[src/dsf_sqrt_pipe.sv]
// ----------------------------------------------------------------------------
// dsf_sqrt_pipe
// Integer square root, one root bit per register stage, with sideband.
// ----------------------------------------------------------------------------
`default_nettype none

module dsf_sqrt_pipe #(
    parameter int RW = 33,
    parameter int SW = 1
) (
    input  logic            i_clk,
    input  logic            i_rst_n,
    input  logic            i_en,
    input  logic            i_valid,
    input  logic [2*RW-1:0] i_rad,
    input  logic [SW-1:0]   i_side,
    output logic            o_valid,
    output logic [RW-1:0]   o_root,
    output logic [SW-1:0]   o_side
);

    localparam int RMW = RW + 2;

    logic [RW-1:0]   r_v;
    logic [2*RW-1:0] r_rad  [RW];
    logic [RMW-1:0]  r_rem  [RW];
    logic [RW-1:0]   r_root [RW];
    logic [SW-1:0]   r_side [RW];

    logic [2*RW-1:0] s_rad  [RW];
    logic [RMW-1:0]  s_rem  [RW];
    logic [RW-1:0]   s_root [RW];
    logic [RMW-1:0]  w_t    [RW];
    logic [RMW-1:0]  w_trial[RW];
    logic [2*RW-1:0] n_rad  [RW];
    logic [RMW-1:0]  n_rem  [RW];
    logic [RW-1:0]   n_root [RW];

    always_comb begin
        s_rad[0]  = i_rad;
        s_rem[0]  = '0;
        s_root[0] = '0;
        for (int j = 1; j < RW; j++) begin
            s_rad[j]  = r_rad[j-1];
            s_rem[j]  = r_rem[j-1];
            s_root[j] = r_root[j-1];
        end
        for (int j = 0; j < RW; j++) begin
            // bring down the next pair of radicand bits, try root*4+1
            w_t[j]     = {s_rem[j][RMW-3:0], s_rad[j][2*RW-1 -: 2]};
            w_trial[j] = {s_root[j], 2'b01};
            n_rad[j]   = {s_rad[j][2*RW-3:0], 2'b00};
            if (w_t[j] >= w_trial[j]) begin
                n_rem[j]  = w_t[j] - w_trial[j];
                n_root[j] = {s_root[j][RW-2:0], 1'b1};
            end else begin
                n_rem[j]  = w_t[j];
                n_root[j] = {s_root[j][RW-2:0], 1'b0};
            end
        end
    end

    always_ff @(posedge i_clk) begin
        if (!i_rst_n) begin
            r_v <= '0;
        end else if (i_en) begin
            r_v <= {r_v[RW-2:0], i_valid};
        end
    end

    always_ff @(posedge i_clk) begin
        if (i_en) begin
            r_side[0] <= i_side;
            for (int j = 0; j < RW; j++) begin
                r_rad[j]  <= n_rad[j];
                r_rem[j]  <= n_rem[j];
                r_root[j] <= n_root[j];
            end
            for (int j = 1; j < RW; j++) begin
                r_side[j] <= r_side[j-1];
            end
        end
    end

    assign o_valid = r_v[RW-1];
    assign o_root  = r_root[RW-1];
    assign o_side  = r_side[RW-1];

endmodule

`default_nettype wire

[config.mk]
export PLATFORM = sky130hd
export DESIGN_NAME = dsf_sqrt_pipe
export DESIGN_NICKNAME = d
export VERILOG_FILES = /design/src/dsf_sqrt_pipe.sv
export SDC_FILE = /design/constraint.sdc
export NUM_CORES = 2
export LEC_CHECK = 0
export BUFFER_PORTS_ARGS = -buffer_cell sky130_fd_sc_hd__buf_2
export CAP_MARGIN = 20
export CORE_MARGIN = 3
export CORE_UTILIZATION = 44
export DETAILED_ROUTE_END_ITERATION = 12
export MAX_ROUTING_LAYER = met4
export SYNTH_ARGS = -nofsm -noshare
export SYNTH_HDL_FRONTEND = slang
export SYNTH_MEMORY_MAX_BITS = 65536
export SYNTH_SLANG_ARGS = --single-unit
[constraint.sdc]
create_clock -name i_clk -period 4.3 [get_ports i_clk]
set_input_delay 0.86 -clock i_clk [delete_from_list [all_inputs] [get_ports i_clk]]
set_output_delay 0.86 -clock i_clk [all_outputs]
set_load 0.005 [all_outputs]
== Word-level counts from Yosys, hierarchy flattened ==
Memories as Yosys holds them, arrays and structs flattened.
Index checks and enable logic that the tools add are counted.

* Register bits after elaboration: 33
* Memory bits (writable): 4389
* Input bits: 71
* Word-level logic and storage cells: 139
* Memories: 4

{| class="wikitable"
|+ Memories
! memory !! words !! bits a word !! rd ports !! clocked after memory_dff !! write ports !! line !! source
|-
| r_rad || 33 || 64 || 32 || 0 || 33 || 25 || <nowiki>logic [2*RW-1:0] r_rad [RW];</nowiki>
|-
| r_rem || 33 || 35 || 32 || 0 || 33 || 26 || <nowiki>logic [RMW-1:0] r_rem [RW];</nowiki>
|-
| r_root || 33 || 33 || 33 || 0 || 33 || 27 || <nowiki>logic [RW-1:0] r_root [RW];</nowiki>
|-
| r_side || 33 || 1 || 33 || 0 || 33 || 28 || <nowiki>logic [SW-1:0] r_side [RW];</nowiki>
|}

* Add/subtract/negate cells: 33
* Order comparisons: 33
* Mux-type cells: 68

{| class="wikitable"
|+ Operators with widths
! cell !! number
|-
| 2-to-1 mux 35 bit || 33
|-
| >= comparator 35 bit || 32
|-
| subtractor 35 bit || 32
|-
| 2-to-1 mux 1 bit || 35
|-
| subtractor 2 x 1 -> 3 bit, second input constant || 1
|-
| >= comparator 2 x 1 -> 1 bit, second input constant || 1
|}

== Longest topological paths before layout ==
An unclocked memory read counts as a cell.

* Word-level depth: 3
* Depth in mapped cells: 15
* Mapped depth without buffers: 12

== Worst setup path after synthesis ==
Ideal clock, no wire load.

* Kind: register to register
* Start point: memory r_root[30][10] (netlist: r_root[0][1000])
* End point: memory r_rem[0][1111] (netlist bit), data pin
* Arrival: 3078 ps
* Slack: 962 ps
* Stages on the path, launching flop included: 14
* Clock period less this slack: 3338 ps
* Path through: edfxtp_1 > inv_1 > ha_1 > clkbuf_1 > a21o_1 > a21o_1 > o21ai_0 > o21ai_0 > nand4_1 > nand2_1 > a221o_1 > a21oi_1 > clkbuf_1 > mux2_2

{| class="wikitable"
|+ RTL lines
! element !! line
|-
| start: declaration || 27
|-
| end: declaration || 26
|}

==> run summary <==
status: complete, no violations
worst hold stages: 1
Die ar.: 290000 um2
fraction of registers with async set/reset: 0%
Max Slew Vio Count: 0
# port buffers: 105
Setup crit start: r_root[0][694]$_DFFE_PP_
hold crit path type: in2reg
antenna-violating nets left: 0
crit-path cells: inv_1 -> ha_1 -> o211ai_1 -> a211oi_1 -> o211ai_1 -> a2111oi_0 -> buf_4 -> o221ai_1 -> o21ai_2 -> nand2b_1 -> o41ai_1
first-pass GRT wire length: 421000 um
kind of critical path: reg2reg
hold_ws: 0.147 ns
Synth Area in Simple Gates: 9.89%
synth-to-layout area growth: 13.0%
initial antenna violation count: 5
adder-cell share of the synthesized area: 5.97%
FF-to-FF Start: r_root[0][694]$_DFFE_PP_
Worst Skew: 0.0656 ns
EDFF count, synth: 2657
DR DRC count: 0
largest stage delay on the critical path: 0.59 ns
CP Data Required Time: 4.89 ns
IO Pins: 106
Data arrival, critical path: 4.52 ns
Via Count: 75000
mux contribution to synthesized area: 1.31%
Achievable Freq: 0.255 GHz
nets: 10700
r2r worst-path depth: 11
Cell Count, Final, Fillers Out: 14000
layout cell share with drive strength beyond 1: 8.51%
ys flop type: edfxtp_1
RSZ-0062 raised after global routing: no
setup tns final: 0 ns
Die Ht: 539 um
synthesized area: 125000 um2
syn avg cell area: 13.0 um2
die width: 539 um
Pwr Density: 551 nW/um2
TritonCTS clock tree: built
Seq cells post-synth: 2690
Net Count, Synth: 10300
Least-Margin Pin Slew: 0.973 ns
Worst VDD drop: 0.329 mV
worst rel slew slack: 35.1%
final hold vios: 0
Cells after DPL: 13400
post-route minimum period: 3.93 ns
cell with the most instances after synthesis: edfxtp_1
Commonest cells post-synth: edfxtp_1, inv_1, nor2_1, nand2_1
Initial Utilization: 44.4%
DR pass1 iterations: 5
CTS Buffer Depth: 4
main combinational cell family by area after synthesis: simple AND/OR/NAND/NOR gates
share of the synthesized area in the top cell type: 63.9%
startpoint type of the worst setup path: flip-flop
via/cell ratio: 5.37
CTS clk-pin slew, worst paths: 0.06 ns
total leakage power: 53.7 nW
number of global-route vias before repair: 74400
gr ovfl total: 0
CTS Root Cell: clkbuf_16
Clock Sink Count: 2690
GPL Wtd Cong: 0.892
sequential area share after synthesis: 64.5%
number of CTS-inserted buffers: 303
DR WL/cell: 19.3 um
H-Tree Depth: 5
Core Rows: 194
largest area contributor in the netlist: edfxtp_1
initial DRC count: 5393
Worst Path Max Fanout: 6
Clock Latency Late Sink: 0.90 ns
Yosys cell types: 92
Hold Startpoint: i_rad[5]
Final period util: 91.4%
core area: 281000 um2
most frequent CP cell: o211ai_1
fillcell total: 24100
WL final: 269000 um
Worst Setup End Kind: flip-flop
Post-CTS Hold Buffers: 0
Post-Synth XOR/XNOR Area: 5.71%
largest net degree at the start of global routing: 103
Post-Syn Instances: 9635
Synth Warn #: 0
Compound-Gate Fraction of Synth Area: 9.83%
Synth area leaders: edfxtp_1, ha_1, xor2_1
Max Cap Viol: 0
Power Total: 77.6 mW
total track usage: 18.6%
post-DP HPWL: 195000 um
Setup-failing EPs final: 0
slowest stage cell on the critical path: a2111oi_0
## what timing repair did
item / in CTS / in global routing
gates resized for setup: 0 / 1
setup buffers: 0 / 0
endpoints found under the hold margin: 0 / 0
endpoints found under the setup margin: 0 / 1
## where the power goes
| group | total (mW) | internal (mW) | switching, mW |
|---|---|---|---|
| combinational | 16.3 | 6.92 | 9.41 |
| clock | 25.7 | 15.1 | 10.5 |
| sequential | 35.6 | 33.2 | 2.45 |
| total | 77.6 | 55.2 | 22.4 |
## final cells by class
type / count / area (um2) / area share [%]
flip-flops and latches: 2690 / 80400 / 57.1
multi-input cells: 6010 / 40900 / 29.0
clock buffers: 360 / 7860 / 5.57
well taps: 3724 / 4660 / 3.30
inverters: 739 / 2770 / 1.97
repair buffers: 250 / 2280 / 1.62
clock inverters: 189 / 2080 / 1.47
diodes: 1 / 2.50 / 0.00177
## state kept, by name, indices dropped and copies added (netlist names)
| register | count |
|---|---|
| r_side | 33 |
| r_root | 561 |
| r_rad | 1056 |
| r_v | 33 |
| r_rem | 1007 |
## layer usage
metal / vias to the layer above / track usage [%] / wire [um]
li1: 36600 / - / -
met1: 36400 / 23.8 / 118000
met2: 1493 / 31.2 / 133000
met3: 552 / 2.04 / 9560
met4: 0 / 6.10 / 8790
met5: - / - / 0
## critical path: cells and delay by family, from the launching register on
kind	cells	cell delay (ns)
DFF	1	0.38
and+or+nand+nor	1	0.22
AOI/OAI and AO/OA	7	2.37
buffers and inverters	2	0.29
adders and majority gates	1	0.43
## placed cells by master (no fill, tap or decap), types with 151 or more instances in the layout
master and instances:
a21o_1 244, a21oi_1 593, clkbuf_16 306, edfxtp_1 2657, ha_1 595, inv_1 735
nand2_1 602, nand3_1 151, nor2_1 614, nor3_1 237, o21ai_0 491, xnor2_1 389
xor2_1 425
## kinds of logic after synthesis
| logic type | Yosys count |
|---|---|
| other | 1 |
| AOI/OAI and AO/OA | 1964 |
| adders and majority gates | 595 |
| muxes | 150 |
| buffers and inverters | 935 |
| and+or+nand+nor | 2486 |
| xor gates and xnor gates | 814 |
| DFF | 2690 |
## per-stage QoR
stage               area [um2]  setup WS [ns]  utilization, %
finish                  141000          0.371            50.2
global placement        131000          0.350            46.7
detailed placement      131000          0.367            46.7
global route            141000          0.136            50.2
floorplan               125000          0.962               -
CTS                     141000          0.314            50.2
## worst paths after layout
check                                           endpoint  slack, ns
worst min-delay path               r_rad[0][5]$_DFFE_PP_       0.15
worst max-delay path             r_rem[0][802]$_DFFE_PP_       0.37
worst max register to register   r_rem[0][802]$_DFFE_PP_       0.37
worst min register to register  r_rad[0][1407]$_DFFE_PP_       0.38
Power figures use the tool's default switching activity.
