[config.mk]
export PLATFORM = sky130hd
export DESIGN_NAME = dsf_out_buf
export DESIGN_NICKNAME = d
export VERILOG_FILES = /design/src/dsf_pkg.sv /design/src/dsf_out_buf.sv
export SDC_FILE = /design/constraint.sdc
export NUM_CORES = 1
export LEC_CHECK = 0
export ABC_AREA = 1
export BUFFER_PORTS_ARGS = -buffer_cell sky130_fd_sc_hd__clkbuf_2
export CAP_MARGIN = 20
export CORE_MARGIN = 8
export CORE_UTILIZATION = 56
export DETAILED_ROUTE_END_ITERATION = 16
export GPL_TIMING_DRIVEN = 0
export PLACE_DENSITY_LB_ADDON = 0.12
export SYNTH_ARGS = -nofsm -noshare
export SYNTH_HDL_FRONTEND = slang
export SYNTH_SLANG_ARGS = --single-unit
[constraint.sdc]
create_clock -name i_clk -period 22.9 [get_ports i_clk]
set_input_delay 4.58 -clock i_clk [delete_from_list [all_inputs] [get_ports i_clk]]
set_output_delay 4.58 -clock i_clk [all_outputs]
set_load 0.01 [all_outputs]
[src/dsf_pkg.sv]
// ----------------------------------------------------------------------------
// dsf_pkg
// Shared widths, constants and item types for the damped spring force unit.
// ----------------------------------------------------------------------------
`default_nettype none

package dsf_pkg;

    localparam int FRAC_BITS_DEF = 16;

    localparam int POS_W   = 32;   // positions and velocities
    localparam int LEN_W   = 31;   // rest length
    localparam int GAIN_W  = 32;   // stiffness and damping
    localparam int PIN_W   = 2;
    localparam int FORCE_W = 48;

    localparam int DIFF_W  = POS_W + 1;     // exact difference of two positions
    localparam int MAG_W   = POS_W;         // magnitude of such a difference
    localparam int DIST_W  = 33;            // floor(sqrt(dx^2 + dy^2))
    localparam int RAD_W   = 2 * DIST_W;    // squared distance / dot magnitude
    localparam int QD_W    = 34;            // dot / distance quotient

    localparam int PIN_FIRST  = 0;
    localparam int PIN_SECOND = 1;

    localparam logic signed [FORCE_W-1:0] FORCE_MAX = {1'b0, {(FORCE_W-1){1'b1}}};
    localparam logic signed [FORCE_W-1:0] FORCE_MIN = {1'b1, {(FORCE_W-1){1'b0}}};

    typedef struct packed {
        logic signed [POS_W-1:0] first_pos_x;
        logic signed [POS_W-1:0] first_pos_y;
        logic signed [POS_W-1:0] second_pos_x;
        logic signed [POS_W-1:0] second_pos_y;
        logic signed [POS_W-1:0] first_vel_x;
        logic signed [POS_W-1:0] first_vel_y;
        logic signed [POS_W-1:0] second_vel_x;
        logic signed [POS_W-1:0] second_vel_y;
        logic [LEN_W-1:0]        rest_length;
        logic [GAIN_W-1:0]       stiffness;
        logic [GAIN_W-1:0]       damping;
        logic [PIN_W-1:0]        pin_flags;
    } t_in_item;

    typedef struct packed {
        logic signed [FORCE_W-1:0] force_first_x;
        logic signed [FORCE_W-1:0] force_first_y;
        logic signed [FORCE_W-1:0] force_second_x;
        logic signed [FORCE_W-1:0] force_second_y;
        logic                      degenerate;
    } t_out_item;

endpackage

`default_nettype wire

[src/dsf_out_buf.sv]
// ----------------------------------------------------------------------------
// dsf_out_buf
// Output register plus skid entry; stalls the pipeline only when both hold.
// ----------------------------------------------------------------------------
`default_nettype none

module dsf_out_buf (
    input  logic                i_clk,
    input  logic                i_rst_n,
    input  logic                i_valid,
    input  dsf_pkg::t_out_item  i_item,
    output logic                o_adv,
    output logic                o_valid,
    input  logic                i_ready,
    output dsf_pkg::t_out_item  o_item
);

    logic               r_out_v;
    logic               r_skid_v;
    dsf_pkg::t_out_item r_out;
    dsf_pkg::t_out_item r_skid;
    logic               w_push;
    logic               w_pop;

    assign o_adv  = !r_skid_v;
    assign w_push = o_adv && i_valid;
    assign w_pop  = r_out_v && i_ready;

    always_ff @(posedge i_clk) begin
        if (!i_rst_n) begin
            r_out_v  <= 1'b0;
            r_skid_v <= 1'b0;
        end else if (r_skid_v) begin
            if (w_pop) begin
                r_skid_v <= 1'b0;
            end
        end else if (w_push) begin
            if (r_out_v && !w_pop) begin
                r_skid_v <= 1'b1;
            end else begin
                r_out_v <= 1'b1;
            end
        end else if (w_pop) begin
            r_out_v <= 1'b0;
        end
    end

    always_ff @(posedge i_clk) begin
        if (r_skid_v) begin
            if (w_pop) begin
                r_out <= r_skid;
            end
        end else if (w_push) begin
            if (r_out_v && !w_pop) begin
                r_skid <= i_item;
            end else begin
                r_out <= i_item;
            end
        end
    end

    assign o_valid = r_out_v;
    assign o_item  = r_out;

endmodule

`default_nettype wire

# Yosys cells after proc, flatten, opt, wreduce, memory -nomap -nowiden
# Index checks and enable logic that the tools add are counted.
[totals]
regBits = 388
in_bits = 197
elab_cells = 37
[op_classes]
eq_ne = 3
n_mux = 11
bitwise = 1
n_reduce_logical = 10
[op_table]
columns = ["op", "n"]
rows = [
  ["2-to-1 mux 193 bit", 4],
  ["AND reduction 3 bit", 3],
  ["2-to-1 mux 1 bit", 7],
  ["inequality test 2 bit, second input constant", 2],
  ["nonzero test 2 bit", 2],
  ["logical AND 1 bit", 3],
  ["zero test 1 bit", 2],
  ["inequality test 2 x 1 -> 1 bit, second input constant", 1],
  ["NOT 1 bit", 1],
]

# Longest topological paths before layout
[depth]
word_depth = 6
depth_mapped = 7
mapped_depth_nobuf = 5

# Least setup slack after synthesis
# Ideal clock, no wire load.
[synth_path]
path_kind = "input to register"
startpoint = "input i_valid"
endpoint = "register r_out (netlist bit o_item[0]) (enable)"
t_arrival_ns = 13.928
t_required_ns = 22.090
slack_ns = 8.163
path_stages = 2
n_path_buf = 0
path_cell_list = "nand2_1 -> a21oi_1"
[synth_via]
elab_chain_len = 3
[synth_lines]
columns = ["item", "line", "rtl"]
rows = [
  ["from (decl)", "dsf_out_buf.sv:10", "input logic i_valid,"],
  ["logical AND 1 bit", "dsf_out_buf.sv:26", "assign w_push = o_adv && i_valid;"],
  ["nonzero test 2 bit (no line)", "-", ""],
  ["AND reduction 3 bit (no line)", "-", ""],
  ["to (signal assigned)", "dsf_out_buf.sv:51", "r_out <= r_skid;"],
  ["to (signal assigned)", "dsf_out_buf.sv:57", "r_out <= i_item;"],
  ["to (decl)", "dsf_out_buf.sv:20", "dsf_pkg::t_out_item r_out;"],
]
# Every way passes these cells.
# A chain may end at the register's enable or synchronous reset.

# Worst setup path after layout
[layout_path]
startpoint = "register r_skid_v"
endpoint = "output o_adv"
[layout_via]
elab_chain_len = 1
[layout_lines]
columns = ["item", "line", "rtl"]
rows = [
  ["from (decl)", "dsf_out_buf.sv:19", "logic r_skid_v;"],
  ["from (signal assigned)", "dsf_out_buf.sv:32", "r_skid_v <= 1'b0;"],
  ["from (signal assigned)", "dsf_out_buf.sv:35", "r_skid_v <= 1'b0;"],
  ["from (signal assigned)", "dsf_out_buf.sv:39", "r_skid_v <= 1'b1;"],
  ["zero test 1 bit", "dsf_out_buf.sv:25", "assign o_adv = !r_skid_v;"],
  ["to (decl)", "dsf_out_buf.sv:12", "output logic o_adv,"],
]
# Every way passes these cells.

==> results.json <==
{
  "worstSetupPathType": "reg2out",
  "top_layer": "met5",
  "place_area_sq_mm": 0.0168,
  "synth_cells": 1029,
  "arrival_ps": 1460,
  "final_area_sq_mm": 0.0180,
  "grt_pass1_vias": 9227,
  "ys_seq_elements": 388,
  "cts_sinks": 388,
  "startpoint": "r_skid_v",
  "start_kind": "flop",
  "power.total_mw": 1.54,
  "endpoint_kind": "output port",
  "overflow": 0,
  "die_w_microns": 175,
  "synth.distinct_cells": 12,
  "cts_resized": 0,
  "cap_violations": 0,
  "num_rows": 58,
  "gp_congestion": 0.802,
  "final_max_slew_viol_count": 0,
  "met1_length_mm": 12.4,
  "tritoncts": "done",
  "r2r_slack_ps": 20490,
  "drc": 0,
  "vias": 9247,
  "p_leak_nw": 7.83,
  "drt_iter0_drc": 785,
  "clockBufferDepth": 3,
  "clkLatencyLatePin_ps": 510,
  "seq_area_frac_synth_pct": 81.7,
  "place_inst": 1759,
  "fin_crit_sh_pct": 26.4,
  "cp_slowest_cell": "dfxtp_1",
  "avgViaCountPerCell": 5.05,
  "io_pins": 392,
  "grt_antenna_before_repair": 7,
  "io_buffers": 391,
  "start_util_pct": 56.7,
  "drt-wirelength-per-cell_microns": 18.7,
  "clockRootBuffer": "clkbuf_16",
  "grt_pass1_wl_mm": 51.0,
  "maxSlewHeadroom_pct": 48.4,
  "final_cells": 1831,
  "r2r-end": "o_item[112]",
  "cts_hold_buf": 0,
  "grt_max_degree": 134,
  "hpwl_mm": 24.6,
  "critPathTopFamily": "buffers and inverters",
  "path_max_fanout": 10,
  "synth_nets": 1226,
  "path_clk_slew_ps": 60,
  "ir_drop_mv": 0.0663,
  "die-height_microns": 175,
  "min_period_ps": 6040,
  "rr_startpoint": "r_skid_v",
  "drive_gt1_share_pct": 32.9,
  "htree_levels": 2,
  "cp.buffers_inverters": 4,
  "dieArea_sq_mm": 0.0308,
  "endpoint": "o_adv",
  "hold_viol": 0,
  "critical-path-max-stage-delay_ps": 300,
  "met3_length_mm": 3.67,
  "post_cts_buffers": 0,
  "core_sq_mm": 0.0251,
  "routed_wl_mm": 34.3,
  "grt.total_usage_pct": 21.5,
  "final_nets": 1667,
  "reg2reg_depth": 8,
  "cp_cell_sequence": "buf_4 -> inv_4 -> buf_2 -> clkbuf_2",
  "route.met2.wl_mm": 16.7,
  "ys_warn_count": 0,
  "cts_buffers": 39,
  "worstMarginPinSlew_ps": 774,
  "drtAntennaViolNets": 0,
  "avgSynthCellArea_sq_um": 13.8,
  "skew_ps": 11.8,
  "setup-tns-final_ps": 0,
  "required_ps": 18320,
  "syn-cell-area_sq_mm": 0.0142,
  "powerDensity_mw_per_mm2": 85.8,
  "hp-class": "reg2reg",
  "status": "completed",
  "rsz0062_at_grt": "false",
  "fmax_mhz": 166,
  "n_fill_cell": 1764,
  "syn2layout_area_growth_pct": 26.3,
  "path_depth": 4,
  "dr.pass1.iters": 4,
  "final-setup-viol-count": 0
}
worst reg2reg max path, cell delays in order (launching register included):
cell and delay, ps:
dfxtp_1 300, buf_4 170, inv_4 100, buf_6 160, nand2_1 120, a21oi_4 620
buf_16 240, buf_12 200, buf_16 210
how the worst min path moves through the flow:
stage	from	to	slack (ps)	depth (start not counted)
global route	r_skid[106]	o_item[106]	530	2
floorplan	r_skid[183]	o_item[183]	490	2
finish	r_skid[84]	o_item[84]	510	2
global placement	r_skid[183]	o_item[183]	500	2
detailed placement	r_skid[84]	o_item[84]	500	2
CTS	r_skid[84]	o_item[84]	510	2
report_power, final:
group	leakage, nW	total [mW]	switching (mW)	internal (mW)
registers	3.64	0.840	0.0105	0.829
logic	3.64	0.131	0.0811	0.0497
clock network	0.551	0.571	0.247	0.324
total	7.83	1.54	0.339	1.20
logic make-up after synthesis:
logic type             share of synthesized area (%)
AOI/OAI and AO/OA                             0.0703
DFF                                             81.7
and+or+nand+nor                                 15.5
buffers and inverters                           2.71
flip-flops by register name (all words and copies together), names as in the netlist:
signal	count
o_item	193
o_valid	1
r_skid	193
r_skid_v	1
layout make-up:
type	count	area [sq um]	share of cell area (%)
timing repair buffer	400	2170	12.1
tap	330	413	2.30
antenna	7	17.5	0.0974
sequential	388	11600	64.7
clock inverter	15	62.6	0.348
buffer	43	357	1.98
multi-input combinational	591	2230	12.4
clock buffer	50	1060	5.90
inverter	7	36.3	0.202
synthesized netlist by cell type:
master | number | area share, %
buf_6 | 18 | 1.4
buf_2 | 12 | 0.42
inv_4 | 1 | 0.044
buf_4 | 12 | 0.63
inv_1 | 6 | 0.16
nor2_1 | 2 | 0.053
clkbuf_1 | 1 | 0.026
nand3_1 | 1 | 0.035
nand2_1 | 586 | 15
a21oi_1 | 2 | 0.070
dfxtp_1 | 2 | 0.28
edfxtp_1 | 386 | 81
stage by stage:
stage | setup WS (ps) | utilization (%) | hold WS (ps)
final | 16860 | 71.6 | 512
after floorplan | 8160 | - | 490
after global placement | 3420 | 66.1 | 496
after CTS | 16820 | 71.5 | 513
after detailed placement | 16390 | 67.1 | 502
after global routing | 16770 | 71.6 | 533
layer usage:
metal  global-route usage [%]  up-vias
met2                     35.0      439
met4                     11.0        2
met1                     25.0     4322
met5                        0        -
met3                     7.60       88
li1                         -     4396
cell usage in the layout, fill, tap and decap left out, types with 2 or more instances in the layout:
cell,instances
nand2_1,586
clkinv_1,10
clkbuf_2,391
dfxtp_1,2
nor2_1,2
clkbuf_1,10
buf_12,5
clkinv_2,5
inv_1,5
diode_2,7
clkbuf_16,41
buf_16,4
buf_2,12
buf_6,18
buf_4,12
edfxtp_1,386
Power figures use the tool's default switching activity.
